[src/hdl/gtcr_pkg.sv]
// gtcr_pkg: shared types and constants of the gamepad teleop command ramp block
// holds the register index codes, reset values, command bytes and the structs
// passed between the config, tick core and result stages; depends on nothing
`timescale 1ns / 1ps
`default_nettype none

package gtcr_pkg;

    // configuration register indexes
    typedef enum logic [2:0] {
        REG_DEADZONE  = 3'd0,
        REG_RAMP_STEP = 3'd1,
        REG_FWD_HI    = 3'd2,
        REG_FWD_LO    = 3'd3,
        REG_ROT_HI    = 3'd4,
        REG_ROT_LO    = 3'd5,
        REG_SIDE_HI   = 3'd6,
        REG_SIDE_LO   = 3'd7
    } t_reg_idx;

    localparam int CFG_IDX_W  = 3;
    localparam int CFG_DATA_W = 11;
    localparam int DZ_W       = 7;
    localparam int SPEED_W    = 11;
    localparam int BTN_W      = 13;
    localparam int STICK_W    = 8;
    localparam int CMD_W      = 8;
    localparam int RELAY_W    = 4;
    localparam int HIST_W     = 5;
    localparam int IN_BITS    = 1 + BTN_W + 2 * STICK_W;
    localparam int IN_W       = ((IN_BITS + 7) / 8) * 8;

    // register reset values
    localparam logic [DZ_W-1:0]    RST_DEADZONE  = 7'd100;
    localparam logic [SPEED_W-1:0] RST_RAMP_STEP = 11'd20;
    localparam logic [SPEED_W-1:0] RST_FWD_HI    = 11'd358;
    localparam logic [SPEED_W-1:0] RST_FWD_LO    = 11'd128;
    localparam logic [SPEED_W-1:0] RST_ROT_HI    = 11'd819;
    localparam logic [SPEED_W-1:0] RST_ROT_LO    = 11'd512;
    localparam logic [SPEED_W-1:0] RST_SIDE_HI   = 11'd512;
    localparam logic [SPEED_W-1:0] RST_SIDE_LO   = 11'd307;

    // slave command bytes
    localparam logic [CMD_W-1:0] CMD_NONE       = 8'h00;
    localparam logic [CMD_W-1:0] CMD_STOP       = 8'h53; // 'S'
    localparam logic [CMD_W-1:0] CMD_A          = 8'h41; // 'A'
    localparam logic [CMD_W-1:0] CMD_B          = 8'h42; // 'B'
    localparam logic [CMD_W-1:0] CMD_UP_FAST    = 8'h55; // 'U'
    localparam logic [CMD_W-1:0] CMD_UP_SLOW    = 8'h75; // 'u'
    localparam logic [CMD_W-1:0] CMD_DOWN_FAST  = 8'h44; // 'D'
    localparam logic [CMD_W-1:0] CMD_DOWN_SLOW  = 8'h64; // 'd'
    localparam logic [CMD_W-1:0] CMD_OPEN_FAST  = 8'h4F; // 'O'
    localparam logic [CMD_W-1:0] CMD_OPEN_SLOW  = 8'h6F; // 'o'
    localparam logic [CMD_W-1:0] CMD_CLOSE_FAST = 8'h43; // 'C'
    localparam logic [CMD_W-1:0] CMD_CLOSE_SLOW = 8'h63; // 'c'

    // button bit positions
    localparam int BTN_UP       = 0;
    localparam int BTN_DOWN     = 1;
    localparam int BTN_LEFT     = 2;
    localparam int BTN_RIGHT    = 3;
    localparam int BTN_L1       = 4;
    localparam int BTN_R1       = 5;
    localparam int BTN_R2       = 6;
    localparam int BTN_TRIANGLE = 7;
    localparam int BTN_CROSS    = 8;
    localparam int BTN_SHARE    = 9;
    localparam int BTN_OPTIONS  = 10;
    localparam int BTN_SQUARE   = 11;
    localparam int BTN_CIRCLE   = 12;

    // live configuration
    typedef struct packed {
        logic [DZ_W-1:0]    deadzone;
        logic [SPEED_W-1:0] ramp_step;
        logic [SPEED_W-1:0] fwd_hi;
        logic [SPEED_W-1:0] fwd_lo;
        logic [SPEED_W-1:0] rot_hi;
        logic [SPEED_W-1:0] rot_lo;
        logic [SPEED_W-1:0] side_hi;
        logic [SPEED_W-1:0] side_lo;
    } t_cfg;

    // one gamepad sample
    typedef struct packed {
        logic signed [STICK_W-1:0] left_stick_y;
        logic signed [STICK_W-1:0] right_stick_y;
        logic [BTN_W-1:0]          buttons;
        logic                      link_up;
    } t_in;

    // per tick commands and relay levels handed to the result stage
    typedef struct packed {
        logic [2:0][CMD_W-1:0] cmds;
        logic [1:0]            ncmd;
        logic [RELAY_W-1:0]    relays;
    } t_tick;

endpackage

`default_nettype wire

[src/hdl/gtcr_cfg.sv]
// gtcr_cfg: configuration register bank of the teleop command ramp block
// plain write port, one register per index; uses gtcr_pkg
`timescale 1ns / 1ps
`default_nettype none

module gtcr_cfg (
    input  wire logic                           i_clk,
    input  wire logic                           i_rst_n,
    input  wire logic                           i_we,
    input  wire logic [gtcr_pkg::CFG_IDX_W-1:0] i_idx,
    input  wire logic [gtcr_pkg::CFG_DATA_W-1:0] i_data,
    output gtcr_pkg::t_cfg                      o_cfg
);
    import gtcr_pkg::*;

    t_cfg r_cfg;

    // register writes, reset to the default speed set
    always_ff @(posedge i_clk) begin
        if (!i_rst_n) begin
            r_cfg.deadzone  <= RST_DEADZONE;
            r_cfg.ramp_step <= RST_RAMP_STEP;
            r_cfg.fwd_hi    <= RST_FWD_HI;
            r_cfg.fwd_lo    <= RST_FWD_LO;
            r_cfg.rot_hi    <= RST_ROT_HI;
            r_cfg.rot_lo    <= RST_ROT_LO;
            r_cfg.side_hi   <= RST_SIDE_HI;
            r_cfg.side_lo   <= RST_SIDE_LO;
        end else if (i_we) begin
            unique case (t_reg_idx'(i_idx))
                REG_DEADZONE:  r_cfg.deadzone  <= i_data[DZ_W-1:0];
                REG_RAMP_STEP: r_cfg.ramp_step <= i_data[SPEED_W-1:0];
                REG_FWD_HI:    r_cfg.fwd_hi    <= i_data[SPEED_W-1:0];
                REG_FWD_LO:    r_cfg.fwd_lo    <= i_data[SPEED_W-1:0];
                REG_ROT_HI:    r_cfg.rot_hi    <= i_data[SPEED_W-1:0];
                REG_ROT_LO:    r_cfg.rot_lo    <= i_data[SPEED_W-1:0];
                REG_SIDE_HI:   r_cfg.side_hi   <= i_data[SPEED_W-1:0];
                REG_SIDE_LO:   r_cfg.side_lo   <= i_data[SPEED_W-1:0];
            endcase
        end
    end

    assign o_cfg = r_cfg;

endmodule

`default_nettype wire

[src/hdl/gtcr_core.sv]
// gtcr_core: per tick state and combinational command / ramp logic
// keeps link, button history, lift command, relays and ramped velocities;
// uses gtcr_pkg
`timescale 1ns / 1ps
`default_nettype none

module gtcr_core #(
    parameter int VEL_WIDTH = 12
) (
    input  wire logic                        i_clk,
    input  wire logic                        i_rst_n,
    input  wire gtcr_pkg::t_cfg              i_cfg,
    input  wire gtcr_pkg::t_in               i_in,
    input  wire logic                        i_take,
    output gtcr_pkg::t_tick                  o_tick,
    output logic signed [VEL_WIDTH-1:0]      o_fwd,
    output logic signed [VEL_WIDTH-1:0]      o_side,
    output logic signed [VEL_WIDTH-1:0]      o_rot
);
    import gtcr_pkg::*;

    localparam int SW   = (VEL_WIDTH + 2 > SPEED_W + 2) ? VEL_WIDTH + 2 : SPEED_W + 2;
    localparam int VMAX = (1 << (VEL_WIDTH - 1)) - 1;
    localparam logic signed [SW-1:0] VMAX_E = SW'(VMAX);

    logic                        r_linked;
    logic [CMD_W-1:0]            r_last;
    logic [HIST_W-1:0]           r_hist;
    logic [RELAY_W-1:0]          r_relay;
    logic signed [VEL_WIDTH-1:0] r_fwd, r_side, r_rot;

    logic                        n_linked;
    logic [CMD_W-1:0]            n_last;
    logic [HIST_W-1:0]           n_hist;
    logic [RELAY_W-1:0]          n_relay;
    logic signed [VEL_WIDTH-1:0] n_fwd, n_side, n_rot;

    logic                        gain, lost, link, slow;
    logic [BTN_W-1:0]            b;
    logic [HIST_W-1:0]           hist_eff, now, rise;
    logic [CMD_W-1:0]            last_eff, lift;
    logic [SPEED_W-1:0]          walk, turn, slide;
    logic signed [VEL_WIDTH-1:0] tx, ty, tz;
    logic [STICK_W-1:0]          ry_abs, ly_abs;
    logic [2:0][CMD_W-1:0]       cmds;
    logic [1:0]                  ncmd;

    // saturate a speed magnitude to the velocity field and apply a sign
    function automatic logic signed [VEL_WIDTH-1:0] limit_target(
        input logic [SPEED_W-1:0] mag,
        input logic               neg
    );
        logic signed [SW-1:0] m;
        logic signed [SW-1:0] r;
        m = signed'({{(SW-SPEED_W){1'b0}}, mag});
        if (m > VMAX_E) m = VMAX_E;
        r = neg ? -m : m;
        return r[VEL_WIDTH-1:0];
    endfunction

    // move cur toward tgt by at most step
    function automatic logic signed [VEL_WIDTH-1:0] ramp(
        input logic signed [VEL_WIDTH-1:0] cur,
        input logic signed [VEL_WIDTH-1:0] tgt,
        input logic [SPEED_W-1:0]          step
    );
        logic signed [SW-1:0] c, t, s, d, r;
        c = signed'({{(SW-VEL_WIDTH){cur[VEL_WIDTH-1]}}, cur});
        t = signed'({{(SW-VEL_WIDTH){tgt[VEL_WIDTH-1]}}, tgt});
        s = signed'({{(SW-SPEED_W){1'b0}}, step});
        d = t - c;
        if (d > s)       r = c + s;
        else if (d < -s) r = c - s;
        else             r = t;
        return r[VEL_WIDTH-1:0];
    endfunction

    // link edges and effective history
    always_comb begin
        link     = i_in.link_up;
        b        = i_in.buttons;
        gain     = link & ~r_linked;
        lost     = ~link & r_linked;
        hist_eff = gain ? {HIST_W{1'b1}} : r_hist;
        last_eff = (gain | lost) ? CMD_STOP : r_last;
        slow     = b[BTN_R2];
        walk     = slow ? i_cfg.fwd_lo  : i_cfg.fwd_hi;
        turn     = slow ? i_cfg.rot_lo  : i_cfg.rot_hi;
        slide    = slow ? i_cfg.side_lo : i_cfg.side_hi;
        // history order from bit 0: square, circle, triangle, share, options
        now      = {b[BTN_OPTIONS], b[BTN_SHARE], b[BTN_TRIANGLE], b[BTN_CIRCLE],
                    b[BTN_SQUARE]};
        rise     = now & ~hist_eff;
    end

    // target velocities, first direction wins
    always_comb begin
        tx = '0;
        ty = '0;
        tz = '0;
        if (b[BTN_UP])         tx = limit_target(walk, 1'b0);
        else if (b[BTN_DOWN])  tx = limit_target(walk, 1'b1);
        if (b[BTN_LEFT])       ty = limit_target(slide, 1'b0);
        else if (b[BTN_RIGHT]) ty = limit_target(slide, 1'b1);
        if (b[BTN_L1])         tz = limit_target(turn, 1'b0);
        else if (b[BTN_R1])    tz = limit_target(turn, 1'b1);
    end

    // relay levels
    always_comb begin
        n_relay = r_relay;
        if (lost) n_relay[1] = 1'b1;
        if (link) begin
            if (rise[2]) n_relay[2] = ~n_relay[2];
            n_relay[1] = ~b[BTN_CROSS];
            if (rise[3]) n_relay[0] = ~n_relay[0];
            if (rise[4]) n_relay[3] = ~n_relay[3];
        end
    end

    // lift command from the sticks, right stick first
    always_comb begin
        ry_abs = i_in.right_stick_y[STICK_W-1] ? STICK_W'(-i_in.right_stick_y)
                                               : STICK_W'(i_in.right_stick_y);
        ly_abs = i_in.left_stick_y[STICK_W-1] ? STICK_W'(-i_in.left_stick_y)
                                              : STICK_W'(i_in.left_stick_y);
        lift = last_eff;
        priority if (ry_abs > {1'b0, i_cfg.deadzone}) begin
            if (!i_in.right_stick_y[STICK_W-1]) lift = slow ? CMD_DOWN_SLOW : CMD_DOWN_FAST;
            else                                lift = slow ? CMD_UP_SLOW : CMD_UP_FAST;
        end else if (ly_abs > {1'b0, i_cfg.deadzone}) begin
            if (!i_in.left_stick_y[STICK_W-1]) lift = slow ? CMD_OPEN_SLOW : CMD_OPEN_FAST;
            else                               lift = slow ? CMD_CLOSE_SLOW : CMD_CLOSE_FAST;
        end else if (last_eff == CMD_UP_FAST || last_eff == CMD_UP_SLOW ||
                     last_eff == CMD_DOWN_FAST || last_eff == CMD_DOWN_SLOW) begin
            lift = CMD_STOP;
        end else begin
            lift = last_eff;
        end
    end

    // command list in send order: stop, A, B, lift
    always_comb begin
        cmds = '0;
        ncmd = '0;
        if (lost) begin
            cmds[0] = CMD_STOP;
            ncmd    = 2'd1;
        end
        if (link && rise[0]) begin
            cmds[ncmd] = CMD_A;
            ncmd       = ncmd + 2'd1;
        end
        if (link && rise[1]) begin
            cmds[ncmd] = CMD_B;
            ncmd       = ncmd + 2'd1;
        end
        if (link && lift != last_eff) begin
            cmds[ncmd] = lift;
            ncmd       = ncmd + 2'd1;
        end
    end

    // next state
    always_comb begin
        n_linked = link;
        n_last   = link ? lift : last_eff;
        n_hist   = link ? now : r_hist;
        n_fwd    = link ? ramp(r_fwd, tx, i_cfg.ramp_step) : '0;
        n_side   = link ? ramp(r_side, ty, i_cfg.ramp_step) : '0;
        n_rot    = link ? ramp(r_rot, tz, i_cfg.ramp_step) : '0;
    end

    // state registers, advanced once per accepted tick
    always_ff @(posedge i_clk) begin
        if (!i_rst_n) begin
            r_linked <= 1'b0;
            r_last   <= CMD_STOP;
            r_hist   <= '0;
            r_relay  <= {RELAY_W{1'b1}};
            r_fwd    <= '0;
            r_side   <= '0;
            r_rot    <= '0;
        end else if (i_take) begin
            r_linked <= n_linked;
            r_last   <= n_last;
            r_hist   <= n_hist;
            r_relay  <= n_relay;
            r_fwd    <= n_fwd;
            r_side   <= n_side;
            r_rot    <= n_rot;
        end
    end

    assign o_tick = {cmds, ncmd, n_relay};
    assign o_fwd  = n_fwd;
    assign o_side = n_side;
    assign o_rot  = n_rot;

`ifndef SYNTHESIS
    a_unlinked_zero: assert property (@(posedge i_clk) disable iff (!i_rst_n)
        (i_take && !i_in.link_up) |=> (r_fwd == '0 && r_side == '0 && r_rot == '0))
        else $error("velocities not zero without link");
    a_link_tracks: assert property (@(posedge i_clk) disable iff (!i_rst_n)
        i_take |=> (r_linked == $past(i_in.link_up)))
        else $error("link state does not follow the sample");
    a_lost_stop: assert property (@(posedge i_clk) disable iff (!i_rst_n)
        (i_take && lost) |-> (ncmd == 2'd1 && cmds[0] == CMD_STOP && n_relay[1]))
        else $error("link loss did not give a single stop");
`endif

endmodule

`default_nettype wire

[src/hdl/gtcr_out.sv]
// gtcr_out: result register and serializer of the teleop command ramp block
// holds one tick's results and sends one per cycle while i_tready; uses gtcr_pkg
`timescale 1ns / 1ps
`default_nettype none

module gtcr_out #(
    parameter int VEL_WIDTH = 12
) (
    input  wire logic                         i_clk,
    input  wire logic                         i_rst_n,
    input  wire logic                         i_load,
    input  wire gtcr_pkg::t_tick              i_tick,
    input  wire logic signed [VEL_WIDTH-1:0]  i_fwd,
    input  wire logic signed [VEL_WIDTH-1:0]  i_side,
    input  wire logic signed [VEL_WIDTH-1:0]  i_rot,
    output logic                              o_free,
    output logic                              o_tvalid,
    input  wire logic                         i_tready,
    // fields from bit 0: vel_forward, vel_sideways, vel_rotate, relay_levels,
    // cmd_valid, slave_cmd, zero fill
    output logic [((3*VEL_WIDTH+13+7)/8)*8-1:0] o_tdata,
    output logic                              o_tlast
);
    import gtcr_pkg::*;

    localparam int DATA_BITS = 3 * VEL_WIDTH + RELAY_W + 1 + CMD_W;
    localparam int OUT_W     = ((DATA_BITS + 7) / 8) * 8;

    logic                        r_valid;
    logic [1:0]                  r_idx;
    t_tick                       r_tick;
    logic signed [VEL_WIDTH-1:0] r_fwd, r_side, r_rot;

    logic [1:0]       last_idx;
    logic             beat, cmd_valid;
    logic [CMD_W-1:0] slave_cmd;

    // current beat of the tick
    always_comb begin
        last_idx  = (r_tick.ncmd == 2'd0) ? 2'd0 : r_tick.ncmd - 2'd1;
        cmd_valid = (r_tick.ncmd != 2'd0);
        slave_cmd = cmd_valid ? r_tick.cmds[r_idx] : CMD_NONE;
        beat      = r_valid & i_tready;
        o_tlast   = (r_idx == last_idx);
        o_free    = ~r_valid | (beat & o_tlast);
    end

    // control: load a new tick or step through the current one
    always_ff @(posedge i_clk) begin
        if (!i_rst_n) begin
            r_valid <= 1'b0;
            r_idx   <= '0;
        end else if (i_load) begin
            r_valid <= 1'b1;
            r_idx   <= '0;
        end else if (beat && o_tlast) begin
            r_valid <= 1'b0;
        end else if (beat) begin
            r_idx   <= r_idx + 2'd1;
        end
    end

    // payload
    always_ff @(posedge i_clk) begin
        if (i_load) begin
            r_tick <= i_tick;
            r_fwd  <= i_fwd;
            r_side <= i_side;
            r_rot  <= i_rot;
        end
    end

    assign o_tvalid = r_valid;
    assign o_tdata  = {{(OUT_W-DATA_BITS){1'b0}}, slave_cmd, cmd_valid, r_tick.relays,
                       r_rot, r_side, r_fwd};

`ifndef SYNTHESIS
    a_idx_range: assert property (@(posedge i_clk) disable iff (!i_rst_n)
        r_valid |-> (r_idx <= last_idx))
        else $error("result index past the last command");
    a_load_free: assert property (@(posedge i_clk) disable iff (!i_rst_n)
        i_load |-> o_free)
        else $error("tick loaded over undelivered results");
    a_end_tick: assert property (@(posedge i_clk) disable iff (!i_rst_n)
        (beat && o_tlast && !i_load) |=> !r_valid)
        else $error("results continue after the last one");
    a_idle_cmd: assert property (@(posedge i_clk) disable iff (!i_rst_n)
        (r_valid && !cmd_valid) |-> (slave_cmd == CMD_NONE && o_tlast))
        else $error("command byte without a command");
`endif

endmodule

`default_nettype wire

[src/hdl/gamepad_teleop_command_ramp_unit.sv]
// gamepad_teleop_command_ramp_unit: top level of the teleop command ramp block
// instantiates gtcr_cfg, gtcr_core and gtcr_out; uses gtcr_pkg
//
// Usage:
//   s_axis carries one gamepad sample per control tick; m_axis returns one to
//   three results per tick, m_axis_tlast marks the final result of the tick.
//   Registers are written via i_cfg_we / i_cfg_idx / i_cfg_data on edges with
//   i_cfg_we high; users must write only while no tick is in flight (unenforced).
// Data path and rate:
//   a sample is held in an input register, the tick logic then runs
//   combinationally into the result register, which offers the first result
//   once it is free. A tick occupies the result register until its last
//   result is taken, so a new sample can be taken every cycle when each tick
//   gives a single result and m_axis_tready stays high, and otherwise only once
//   the last result of the tick is taken; the output port sends one result per
//   cycle while m_axis_tready is high.
// Reset and stall:
//   synchronous active-low reset clears link state, history, velocities, sets
//   relays to ones and registers to defaults, and empties both registers.
//   When the receiver holds m_axis_tready low the result waits, the input
//   register still takes one more sample, then s_axis_tready falls.
`timescale 1ns / 1ps
`default_nettype none

module gamepad_teleop_command_ramp_unit #(
    parameter int VEL_WIDTH = 12
) (
    input  wire logic                            i_clk,
    input  wire logic                            i_rst_n,
    input  wire logic                            i_cfg_we,
    input  wire logic [gtcr_pkg::CFG_IDX_W-1:0]  i_cfg_idx,
    input  wire logic [gtcr_pkg::CFG_DATA_W-1:0] i_cfg_data,
    input  wire logic                            s_axis_tvalid,
    output logic                                 s_axis_tready,
    // fields from bit 0: link_up, buttons, right_stick_y, left_stick_y, zero fill
    input  wire logic [gtcr_pkg::IN_W-1:0]       s_axis_tdata,
    output logic                                 m_axis_tvalid,
    input  wire logic                            m_axis_tready,
    // fields from bit 0: vel_forward, vel_sideways, vel_rotate, relay_levels,
    // cmd_valid, slave_cmd, zero fill
    output logic [((3*VEL_WIDTH+13+7)/8)*8-1:0]  m_axis_tdata,
    output logic                                 m_axis_tlast
);
    import gtcr_pkg::*;

    t_cfg                        cfg;
    t_in                         r_in;
    logic                        r_in_valid;
    logic                        take, out_free;
    t_tick                       tick;
    logic signed [VEL_WIDTH-1:0] fwd, side, rot;

    // configuration registers
    gtcr_cfg u_cfg (
        .i_clk   (i_clk),
        .i_rst_n (i_rst_n),
        .i_we    (i_cfg_we),
        .i_idx   (i_cfg_idx),
        .i_data  (i_cfg_data),
        .o_cfg   (cfg)
    );

    // input register handshake
    assign take          = r_in_valid & out_free;
    assign s_axis_tready = ~r_in_valid | take;

    always_ff @(posedge i_clk) begin
        if (!i_rst_n) begin
            r_in_valid <= 1'b0;
        end else if (s_axis_tvalid && s_axis_tready) begin
            r_in_valid <= 1'b1;
        end else if (take) begin
            r_in_valid <= 1'b0;
        end
    end

    always_ff @(posedge i_clk) begin
        if (s_axis_tvalid && s_axis_tready) begin
            r_in <= s_axis_tdata[IN_BITS-1:0];
        end
    end

    // tick state and logic
    gtcr_core #(.VEL_WIDTH(VEL_WIDTH)) u_core (
        .i_clk   (i_clk),
        .i_rst_n (i_rst_n),
        .i_cfg   (cfg),
        .i_in    (r_in),
        .i_take  (take),
        .o_tick  (tick),
        .o_fwd   (fwd),
        .o_side  (side),
        .o_rot   (rot)
    );

    // result register and serializer
    gtcr_out #(.VEL_WIDTH(VEL_WIDTH)) u_out (
        .i_clk    (i_clk),
        .i_rst_n  (i_rst_n),
        .i_load   (take),
        .i_tick   (tick),
        .i_fwd    (fwd),
        .i_side   (side),
        .i_rot    (rot),
        .o_free   (out_free),
        .o_tvalid (m_axis_tvalid),
        .i_tready (m_axis_tready),
        .o_tdata  (m_axis_tdata),
        .o_tlast  (m_axis_tlast)
    );

endmodule

`default_nettype wire

[config.mk]
export PLATFORM = sky130hd
export DESIGN_NAME = gamepad_teleop_command_ramp_unit
export DESIGN_NICKNAME = d
export VERILOG_FILES = /design/src/hdl/gtcr_pkg.sv /design/src/hdl/gtcr_cfg.sv /design/src/hdl/gtcr_core.sv /design/src/hdl/gtcr_out.sv /design/src/hdl/gamepad_teleop_command_ramp_unit.sv
export SDC_FILE = /design/constraint.sdc
export NUM_CORES = 1
export LEC_CHECK = 0
export BUFFER_PORTS_ARGS = -buffer_cell sky130_fd_sc_hd__buf_2
export CAP_MARGIN = 20
export CORE_MARGIN = 3
export CORE_UTILIZATION = 39
export DETAILED_ROUTE_END_ITERATION = 10
export PLACE_DENSITY_LB_ADDON = 0.25
export SLEW_MARGIN = 20
export SYNTH_ARGS = -nofsm -noshare
export SYNTH_HDL_FRONTEND = slang
export SYNTH_SLANG_ARGS = --single-unit
[constraint.sdc]
create_clock -name i_clk -period 7.43 [get_ports i_clk]
set_input_delay 0.3715 -clock i_clk [delete_from_list [all_inputs] [get_ports i_clk]]
set_output_delay 0.3715 -clock i_clk [all_outputs]
set_load 0.01 [all_outputs]
==> flow_summary.toml <==
[run_status]
outcome = "complete, no violations"

[clock_network]
clkTransAtPathRegs_ns = 0.06
htree_levels = 1
cts_num_sinks = 238
cts_tree = "built"
postCtsSetupRepairBufs = 0
cts_made_buffers = 29
cts_buffer_depth = 3
cts_root_buf = "clkbuf_16"
clock_latency_ns = 0.59
cts_hold_buf = 30
cts_resized = 0

[grt]
grt_max_degree = 81
first_global_vias = 16200
grt_use_total_pct = 22.4
grt_pass1_wl_mm = 90.3
grt_antenna_before_repair = 0
grt_overflow = 0

[synth]
synth_edf_count = 96
async_reset_ff_share_pct = 0
netlist_area_mm2 = 0.0187
syn-mean-instance-area_um2 = 8.34
ys_seq_elements = 238
synth_area_leaders = "edfxtp_1 (15%), dfxtp_1 (15%), ha_1 (14%)"
yosys_most_used_dff = "dfxtp_1"
syn_inst = 2236
netlist.area_leader.share_pct = 15.5
synth_top_area_cell = "edfxtp_1"
ys_seq_area_share_pct = 30.7
synth_cell_types = 89
yosys_warnings = 0

[layout]
nets = 2585
area_growth_pct = 12.6
drive_above_1_share_pct = 9.73
fill_cells = 4603
antennaDiodeCount = 0
fin_area_mm2 = 0.0210
fin_util_pct = 44.7

[sta]
tns_ns = 0
hold_viol = 0
fin_worst_skew_ns = 0.0136
rsz0062_at_grt = "false"
post-route-period-util_pct = 88.9
relSlewSlack_pct = 26.1
holdWs_ns = 0.129
fin_crit_ns = 6.61
slew_violations = 0
fmax_mhz = 151
setup_viol = 0
tightestPinTransition_ns = 1.11

[hold_path]
worstHoldStart = "i_cfg_data[10]"
hold_path_class = "input port to flip-flop"
hold_depth = 3

[pwr]
power_density_mw_per_mm2 = 235
seqPwrFrac_pct = 30.7
p_int_mw = 3.09
p_sw_mw = 1.85
vdd_drop_max_mv = 0.177
clkPwrFrac_pct = 30.4
finalPower_mw = 4.94
netSwitchingFraction_pct = 37.5
power_frac_comb_pct = 38.9
leakagePower_nw = 8.69

[worst_setup_path]
required_ns = 7.88
r2r_cells = 24
cp.arrival_ns = 7.05
cp-start-kind = "flip-flop"
end_kind = "flip-flop"
reg2reg_from = "r_in[7]"
critical_path_class = "flip-flop to flip-flop"
worstPathMaxFanout = 80
crit_start = "r_in[7]"

[detailed_routing]
wire_per_inst_um = 19.8
drcViolationCount = 0
wirelength_mm = 58.3
drtPass1Iterations = 6
final_antenna_net_count = 0
drtIter0Drc = 1526
viasPerCell = 5.79
vias = 17100

[place]
place_congestion = 0.931
dpl_cell_area_mm2 = 0.0197
io_buffers = 100
dp.final_hpwl_mm = 43.0

[die]
io_pins = 110
fp.dieW_um = 225
coreArea_mm2 = 0.0470
die_area_mm2 = 0.0505
start_util_pct = 39.7
rows = 79
die_y_um = 225

[flow_run]
maxCapViolations = 0
final timing paths:
kind / end / slack [ns]
hold / removal: u_cfg.o_cfg[65] / 0.13
hold reg to reg: u_core.r_last[7] / 0.46
setup reg to reg: u_out.r_side[8] / 0.82
setup / recovery: u_out.r_side[8] / 0.82
layout make-up:
cell class | instances | area [µm²] | share of cell area, %
timing repair buffer | 162 | 1050 | 5.01
inverter | 137 | 515 | 2.45
clock inverter | 16 | 181 | 0.864
sequential | 238 | 5730 | 27.3
clock buffer | 37 | 827 | 3.94
tap | 607 | 759 | 3.61
multi-input combinational | 1754 | 11900 | 56.9
routing by layer:
metal / GRT usage, % / share of wire [%]
met3: 2.88 / 5.8
met2: 36.3 / 45
met1: 31.3 / 46
met4: 6.58 / 3.1
met5: 0 / 0
power groups by stage:
stage | Clock (mW) | Sequential [mW] | Combinational (mW)
after floorplan | 0 | 1.53 | 1.35
after global placement | 0 | 1.54 | 1.83
after detailed placement | 0 | 1.54 | 1.86
after CTS | 1.54 | 1.51 | 1.89
after global routing | 1.58 | 1.52 | 2.11
final | 1.50 | 1.51 | 1.92
worst max-delay path: stages, from the launching register on:
cell      delay, ns
edfxtp_1       0.45
buf_12         0.33
mux2i_1        0.40
ha_1           0.27
o221ai_1       0.19
nor2_1         0.26
a211oi_1       0.11
a31o_2         0.23
a22o_1         0.28
ha_1           0.39
nand2_1        0.07
o21ai_1        0.36
o21bai_1       0.25
o41ai_4        0.17
xor2_2         0.30
inv_2          0.18
ha_1           0.33
a21oi_1        0.15
a21oi_1        0.06
o211ai_1       0.18
and2_1         0.55
or2_2          0.23
a21oi_1        0.06
a221oi_1       0.38
and2_1         0.18
metrics by stage:
stage                     worst slack, ns  instances
after floorplan                      1.60       2245
after global placement              0.987       2868
after detailed placement            0.953       2868
after CTS                           0.871       2951
after global routing                0.326       2951
final                               0.824       2951
Yosys cell counts (20+ instances only):
| master | n |
|---|---|
| o21ai_1 | 21 |
| buf_4 | 20 |
| and2_1 | 28 |
| inv_1 | 133 |
| nand2b_1 | 26 |
| clkbuf_1 | 77 |
| o21a_1 | 29 |
| nor3_1 | 85 |
| xnor2_1 | 39 |
| nor2b_1 | 36 |
| ha_1 | 203 |
| a21o_1 | 28 |
| o211ai_1 | 34 |
| dfxtp_1 | 142 |
| nor2_1 | 149 |
| o21ai_0 | 88 |
| mux2i_1 | 49 |
| nand3_1 | 68 |
| o31ai_1 | 23 |
| edfxtp_1 | 96 |
| nand2_1 | 284 |
| a21boi_0 | 71 |
| nand4_1 | 24 |
| a21oi_1 | 145 |
cells in the final DEF, fill, tap and decap left out, types with 34 or more instances in the layout:
cell      count
nand2_1     284
ha_1        203
nor2_1      149
a21oi_1     144
dfxtp_1     142
inv_1       133
buf_2       100
edfxtp_1     96
o21ai_0      88
nor3_1       85
a21boi_0     71
nand3_1      68
mux2i_1      49
xnor2_1      39
nor2b_1      36
o211ai_1     34
state kept, by name, indices dropped and copies added (netlist names):
register,count
u_out.r_idx,2
u_core.r_last,8
u_out.o_tvalid,1
u_out.r_side,12
u_out.o_tdata,4
r_in_valid,1
u_out.r_tick,26
u_core.r_side,12
u_core.r_hist,5
u_cfg.o_cfg,84
u_core.r_fwd,12
u_out.r_rot,12
u_core.r_relay,4
u_core.r_rot,12
u_out.r_fwd,12
r_in,30
u_core.r_linked,1
logic make-up after synthesis:
group | after synthesis | share of synthesized area, %
AOI/OAI and AO/OA | 629 | 23.0
other | 1 | 0.0201
DFF | 238 | 30.7
and+or+nand+nor | 777 | 19.6
adders and majority gates | 214 | 14.7
buffers and inverters | 253 | 5.58
muxes | 69 | 3.84
xor gates and xnor gates | 55 | 2.62
(Power assumes the default switching activity.)
